**src/rtl/smv_pkg.sv**
```systemverilog
// Shared constants and types for the sparse matrix-vector multiply core.
// No dependencies; used by the MAC, the top level and the checker.
`timescale 1ns / 1ps

package smv_pkg;

   localparam int IDX_W            = 10;
   localparam int DATA_W           = 32;
   localparam int ROW_W            = 16;
   localparam int VECTOR_DEPTH_DEF = 1024;
   localparam int MAX_ROWS_DEF     = 65536;

   typedef enum logic [1:0] {
      KIND_LOAD    = 2'd0,
      KIND_NONZERO = 2'd1,
      KIND_END_ROW = 2'd2,
      KIND_START   = 2'd3
   } kind_type;

   // A word after the vector-store read has been issued.
   typedef struct packed {
      logic              valid;
      kind_type          kind;
      logic              hit;
      logic [DATA_W-1:0] value;
   } s1_type;

endpackage

```
**src/rtl/smv_mac.sv**
```systemverilog
// Multiply-accumulate back end: product stage, row sum, row counter and result register.
// Depends on smv_pkg.
`timescale 1ns / 1ps

module smv_mac #(
   parameter int MAX_ROWS = smv_pkg::MAX_ROWS_DEF
) (
   input  logic                             clock,
   input  logic                             reset,
   input  smv_pkg::s1_type                  s1,
   input  logic [smv_pkg::DATA_W-1:0]       rd_data,
   output logic                             stall,
   output logic                             rsp_valid,
   input  logic                             rsp_ready,
   output logic [smv_pkg::ROW_W-1:0]        rsp_row_index,
   output logic signed [smv_pkg::DATA_W-1:0] rsp_row_sum
);

   localparam int CW = smv_pkg::ROW_W + 1;

   logic                        s2_valid_ff;
   smv_pkg::kind_type           s2_kind_ff;
   logic [smv_pkg::DATA_W-1:0]  s2_prod_ff;
   logic [smv_pkg::DATA_W-1:0]  operand;
   logic [smv_pkg::DATA_W-1:0]  prod_in;

   logic [smv_pkg::DATA_W-1:0]  sum_ff;
   logic [smv_pkg::DATA_W-1:0]  sum_in;
   logic [smv_pkg::ROW_W-1:0]   row_ff;
   logic [smv_pkg::ROW_W-1:0]   row_in;
   logic [CW-1:0]               row_wide;
   logic [smv_pkg::ROW_W-1:0]   row_next;

   logic                        rsp_valid_ff;
   logic [smv_pkg::ROW_W-1:0]   rsp_row_ff;
   logic [smv_pkg::DATA_W-1:0]  rsp_sum_ff;

   logic                        out_free;
   logic                        advance;
   logic                        retire;

   // Only an end-of-row word needs the result register; everything else retires freely.
   assign out_free = !rsp_valid_ff || rsp_ready;
   assign stall    = s2_valid_ff && (s2_kind_ff == smv_pkg::KIND_END_ROW) && !out_free;
   assign advance  = !stall;
   assign retire   = s2_valid_ff && advance;

   // A column beyond the store reads as zero.
   assign operand = s1.hit ? rd_data : '0;
   assign prod_in = s1.value * operand;

   always_ff @(posedge clock) begin
      if (reset) begin
         s2_valid_ff <= 1'b0;
      end else if (advance) begin
         s2_valid_ff <= s1.valid;
         s2_kind_ff  <= s1.kind;
         s2_prod_ff  <= prod_in;
      end
   end

   assign row_wide = CW'(row_ff) + CW'(1);
   assign row_next = (row_wide >= CW'(MAX_ROWS)) ? '0 : row_wide[smv_pkg::ROW_W-1:0];

   always_comb begin
      sum_in = sum_ff;
      row_in = row_ff;
      if (retire) begin
         case (s2_kind_ff)
            smv_pkg::KIND_NONZERO: begin
               sum_in = sum_ff + s2_prod_ff;
            end
            smv_pkg::KIND_END_ROW: begin
               sum_in = '0;
               row_in = row_next;
            end
            smv_pkg::KIND_START: begin
               sum_in = '0;
               row_in = '0;
            end
            default: begin
               sum_in = sum_ff;
            end
         endcase
      end
   end

   always_ff @(posedge clock) begin
      if (reset) begin
         sum_ff <= '0;
         row_ff <= '0;
      end else begin
         sum_ff <= sum_in;
         row_ff <= row_in;
      end
   end

   always_ff @(posedge clock) begin
      if (reset) begin
         rsp_valid_ff <= 1'b0;
      end else if (retire && (s2_kind_ff == smv_pkg::KIND_END_ROW)) begin
         rsp_valid_ff <= 1'b1;
         rsp_row_ff   <= row_ff;
         rsp_sum_ff   <= sum_ff;
      end else if (rsp_ready) begin
         rsp_valid_ff <= 1'b0;
      end
   end

   assign rsp_valid     = rsp_valid_ff;
   assign rsp_row_index = rsp_row_ff;
   assign rsp_row_sum   = $signed(rsp_sum_ff);

endmodule

```
**config.mk**
```make
export PLATFORM = sky130hd
export DESIGN_NAME = smv_mac
export DESIGN_NICKNAME = d
export VERILOG_FILES = /design/src/rtl/smv_pkg.sv /design/src/rtl/smv_mac.sv
export SDC_FILE = /design/constraint.sdc
export NUM_CORES = 1
export LEC_CHECK = 0
export BUFFER_PORTS_ARGS = -buffer_cell sky130_fd_sc_hd__buf_4
export CAP_MARGIN = 20
export CELL_PAD_IN_SITES_DETAIL_PLACEMENT = 1
export CELL_PAD_IN_SITES_GLOBAL_PLACEMENT = 1
export CORE_MARGIN = 2
export CORE_UTILIZATION = 50
export DETAILED_ROUTE_END_ITERATION = 12
export PLACE_DENSITY = 0.94
export SETUP_SLACK_MARGIN = 0.3
export SYNTH_ARGS = -nofsm -noshare
export SYNTH_HDL_FRONTEND = slang
export SYNTH_SLANG_ARGS = --single-unit
```
**constraint.sdc**
```tcl
create_clock -name clock -period 12 [get_ports clock]
set_input_delay 1.2 -clock clock [delete_from_list [all_inputs] [get_ports clock]]
set_output_delay 1.2 -clock clock [all_outputs]
set_load 0.02 [all_outputs]
```
Word level (Yosys, flattened, before mapping). Cells that the tools add are included.

Register bits after elaboration: 132. Latch bits: 0. Memory bits (writable): 0. Bits in read-only memories: 0. Output and inout port bits: 50. Memories kept: 0.

Add/sub/neg operators: 2. Multipliers: 1. Div/mod/pow operators: 0. Magnitude comparators: 1. Equality and inequality tests: 3. Shifts and indexed selects: 0. Mux-type cells: 6. Bitwise gates (word level): 2. Reductions and logical operators: 16.

Operators with widths (number): 32-bit one-hot mux with 2 select lines (1); 32-bit adder (1); 32-bit by 32-bit multiplier with 32-bit output (1); 32-bit two-way mux (1); 16-bit one-hot mux with 2 select lines (1); 16-bit by 1-bit adder with 17-bit output, second input constant (1); 17-bit >= comparator, second input constant (1); 16-bit two-way mux (1); 2-bit AND reduction (4); 2-bit nonzero test (3); 2-bit equality test, second input constant (2); 1-bit logical AND (4); 1-bit logical NOT (3); 2-bit by 1-bit equality test with 1-bit output, second input constant (1); 1-bit two-way mux (2); 1-bit NOT (2); 2-bit OR reduction (1); 1-bit logical OR (1).

Longest topological paths before layout.
Depth after elaboration: 8. Mapped depth: 30. Gate-level depth less buffers: 26.

Worst setup path after synthesis. Ideal clock, no wire load.

Path kind: input to register. From: in s1[32] (netlist name). To: reg s2_prod_ff[30] (netlist name) (data pin). Library setup time: 0.258 ns. Data arrival time: 8.482 ns. Path slack: 3.260 ns. Cell stages on the path: 30. Cell sequence: clkbuf_1 -> clkbuf_1 -> clkbuf_1 -> and2_1 -> clkbuf_1 -> nand2_1 -> fa_1 -> inv_1 -> fa_1 -> inv_1 -> fa_1 -> fa_1 -> inv_1 -> fa_1 -> inv_1 -> fa_1 -> fa_1 -> fa_1 -> inv_1 -> ha_1 -> a21o_1 -> a21o_1 -> a21o_1 -> a2111oi_2 -> a311oi_1 -> o21a_1 -> nor2_2 -> o21bai_1 -> a21oi_1 -> xnor2_1.

Word-level cells in the longest chain between the ends: 2.

Ends and longest elaborated chain: start, declared (line smv_mac.sv:10) `input smv_pkg::s1_type s1,`; 32-bit two-way mux (line smv_mac.sv:49) `assign operand = s1.hit ? rd_data : '0;`; 32-bit by 32-bit multiplier with 32-bit output (line smv_mac.sv:50) `assign prod_in = s1.value * operand;`; net prod_in, one bit (line smv_mac.sv:25) `logic [smv_pkg::DATA_W-1:0] prod_in;`; end signal, assigned (line smv_mac.sv:58) `s2_prod_ff <= prod_in;`; end, declared (line smv_mac.sv:23) `logic [smv_pkg::DATA_W-1:0] s2_prod_ff;`.

The timed path passes the listed nets, and every way through them passes these cells. A chain may end at the register's enable or synchronous reset.

Worst setup path in the final report.
From: in s1[32] (netlist name). To: reg s2_prod_ff[24] (netlist name) (data pin).

Same word-level chain as after synthesis.

==> metrics.md <==
| Metric | Value |
|---|---|
| Total track usage | 32.42% |
| Post-Syn Instances | 2285 |
| CP endpoint kind | flip-flop |
| DIE AREA | 0.04520 sq mm |
| Final hold viol count | 0 |
| Internal cell power | 3264 uW |
| Congestion Overflow GR | 0 |
| Layout area overhead | 8.448% |
| Die H | 212.6 um |
| Clk_lat worst skew | 0.44 ns |
| Least-Margin Pin Slew | 1.043 ns |
| CTS Hold Bufs | 0 |
| Clock sinks | 132 |
| # setup viols final | 0 |
| Register share of total power | 12.0% |
| Residual DRC | 0 |
| Worst Skew | 0.009505 ns |
| Clock share of power | 8.8% |
| Vias per cell | 5.978 |
| Post_cts resized | 0 |
| Delay of the slowest critical-path stage | 0.73 ns |
| P_sw | 3230 uW |
| Final worst-path cycle share | 78.28% |
| Combinational fraction of design power | 79.2% |
| Tightest Hold Check Type | reg2reg |
| Drt pass-1 iters | 5 |
| Netlist cell types | 64 |
| Crit start category | input port |
| LEAKAGE | 0.01186 uW |
| Synthesized flop and latch total | 132 |
| CTS tree | yes |
| VDD IR max | 0.3407 mV |
| Slowest stage cell on the critical path | buf_4 |
| Kind of critical path | in2reg |
| Initial antenna violation count | 1 |
| Synth warn | 0 |
| Fill cells | 4906 |
| Cts bufs inserted | 17 |
| Worst Path Arrival | 9.58 ns |
| RSZ-0062 raised after global routing | no |
| Routed length per placed instance | 24.51 um |
| Via count | 17283 |
| Dominant synthesized flop cell | edfxtp_1 |
| Worst-path clk slew | 0.05 ns |
| H-tree levels | 4 |
| Dpl cell area | 0.02293 sq mm |
| Final Slew Violations | 0 |
| EDFF count, synth | 82 |
| Crit path cell chain | buf_6 -> buf_4 -> and3_1 -> fa_1 -> fa_1 -> fa_1 -> inv_1 -> fa_1 -> inv_1 -> fa_1 -> ha_1 -> fa_1 -> fa_1 -> ha_1 -> nor3_1 -> nand3_1 -> or4_1 -> o221ai_1 -> nand2_1 -> o21ai_1 -> a21oi_1 -> a21o_1 -> a21oi_1 -> xnor2_1 |
| Post-Syn Area | 0.02176 sq mm |
| Vias in the first global route | 19843 |
| IO Count | 121 |
| DR iter-0 viols | 1244 |
| Dpl hpwl | 55630 um |
| FF/Latch Area | 0.003463 sq mm |
| Antenna viol nets, final | 0 |
| Placement Rows | 76 |
| Multi-input gate area in the final layout | 0.01628 sq mm |
| Fin Setup TNS | 0 ns |
| Crit-path most repeated cell | fa_1 |
| Status | complete, no violations |
| Final Non-Filler Cells | 2891 |
| Port Buffers | 120 |
| Placed cell count | 2857 |
| Max_cap viols | 0 |
| Ys async rst share | 0% |
| Rel. slew slack | 30.47% |
| Die width | 212.6 um |
| Seq/Total Area, Yosys | 15.92% |
| CP max FO | 179 |
| Layout cells sized above 1 | 7.636% |
| Largest net degree at the start of global routing | 180 |
| Power per cell area | 275.2 mW/mm^2 |
| Post-route design area | 0.02359 sq mm |
| Switch share | 49.74% |
| Root buf cell | clkbuf_16 |
| Syn_area_per_cell | 9.521 sq um |
| Gpl congestion | 0.9576 |
| Initial core utilization | 50.62% |
| Post-CTS Setup Repair Bufs | 0 |
| Syn nets | 2920 |
| Buf/Inv on CP | 4 |
| Nets@finish | 2927 |
| Fin crit period | 9.394 ns |
| First-pass GRT wire length | 110000 um |
| Deepest clock path buffer count | 2 |
| Total wire length | 70860 um |
| Fmax | 106.5 MHz |
| Core area | 0.04298 sq mm |
| WP data required | 12.18 ns |
| CP top delay family | adder cells |
[Yosys cell counts (all sizes together), types with 14 or more instances]
master,count,area (sq um)
and3,315,1971
xor2,32,280.3
a21oi,50,254.0
inv,402,1509
dfxtp,50,1001
a22oi,15,112.6
fa,409,8188
and2,22,141.4
nor2,77,291.5
nand2,228,855.8
nand3,51,255.2
nor3,14,70.07
edfxtp,82,2462
o21ai,39,198.9
xnor2,88,770.7
a21o,18,135.1
ha,155,1939
clkbuf,136,510.5
[logic make-up after synthesis]
logic type	Yosys count	synth area share (%)
compound gates	181	5.642
xor+xnor	120	4.831
fa+ha+maj	564	46.55
buf+inv	541	9.357
flops	132	15.92
mux	2	0.09202
simple gates	745	17.61
[worst reg2reg max path, delay by kind of cell, from the launching register on]
kind                       cells  cell delay (ns)
and+or+nand+nor                2             0.36
adders and majority gates      2             0.70
muxes                          1             0.23
DFF                            1             0.37
AOI/OAI and AO/OA              7             1.78
[cell usage in the layout (no fill, tap or decap), types with 4 or more instances in the layout]
cell type  Yosys  layout
fa_1         409     409
inv_1        402     402
and3_1       315     315
nand2_1      228     228
ha_1         155     155
buf_4          1     124
xnor2_1       88      88
edfxtp_1      82      82
nor2_1        76      74
nand3_1       51      51
dfxtp_1       50      50
a21oi_1       49      48
xor2_1        32      32
o21ai_0       25      25
and2_1        20      20
a21o_1        18      18
clkbuf_16      0      18
a22oi_1       15      15
nor3_1        14      14
o21ai_1       13      13
o21bai_1       9       9
nand4_1        9       9
nand2b_1       8       8
o21a_1         6       6
a31oi_1        6       6
a211oi_1       5       5
nor2b_1        5       5
or3_1          5       5
or2_2          4       4
bufinv_16      0       4
clkinv_4       0       4
[path summary, 6_finish.rpt]
kind,start,end,slack [ns],cells after the start
worst max register to register,s2_prod_ff[0],sum_ff[30],8.50,12
worst min-delay path,sum_ff[26],rsp_row_sum[26],0.48,0
worst min register to register,sum_ff[26],rsp_row_sum[26],0.48,0
worst max-delay path,s1[32],s2_prod_ff[24],2.61,24
[flip-flops by register name (all words and copies together), names as in the netlist]
signal	count
sum_ff	32
s2_prod_ff	32
s2_kind_ff	2
s2_valid_ff	1
rsp_row_sum	32
rsp_row_index	16
row_ff	16
rsp_valid	1
[power groups by stage]
| stage | Clock (uW) | Sequential (uW) | Combinational (uW) |
|---|---|---|---|
| floorplan | 0 | 780 | 3440 |
| global placement | 0 | 787 | 4440 |
| detailed placement | 0 | 790 | 4980 |
| CTS | 576 | 782 | 5050 |
| global route | 588 | 788 | 5600 |
| finish | 569 | 782 | 5140 |
[final cells by class]
class	instances	share of cell area (%)
repair buffers	126	4.041
diodes	1	0.01061
inverters	403	6.411
clock inverters	11	0.7318
flip-flops and latches	132	14.68
multi-input cells	1612	68.98
clock buffers	21	2.042
well taps	585	3.102
[per-stage QoR]
step | utilization [%] | power [uW] | hold WS [ns] | setup slack (ns)
final | 54.89 | 6494 | 0.4750 | 2.606
after global placement | 53.34 | 5231 | 0.4571 | 2.961
after floorplan | - | 4223 | 0.4309 | 3.260
after global routing | 54.89 | 6979 | 0.4942 | 2.317
after detailed placement | 53.34 | 5769 | 0.4647 | 2.353
after CTS | 54.86 | 6408 | 0.4813 | 2.806
[routing by layer]
layer	track usage, %	wire, um
met1	36.06	25270
met2	56.89	35350
met3	5.052	4786
met4	22.79	5445
met5	0	0
No activity file was read; power rests on OpenSTA's default activity.
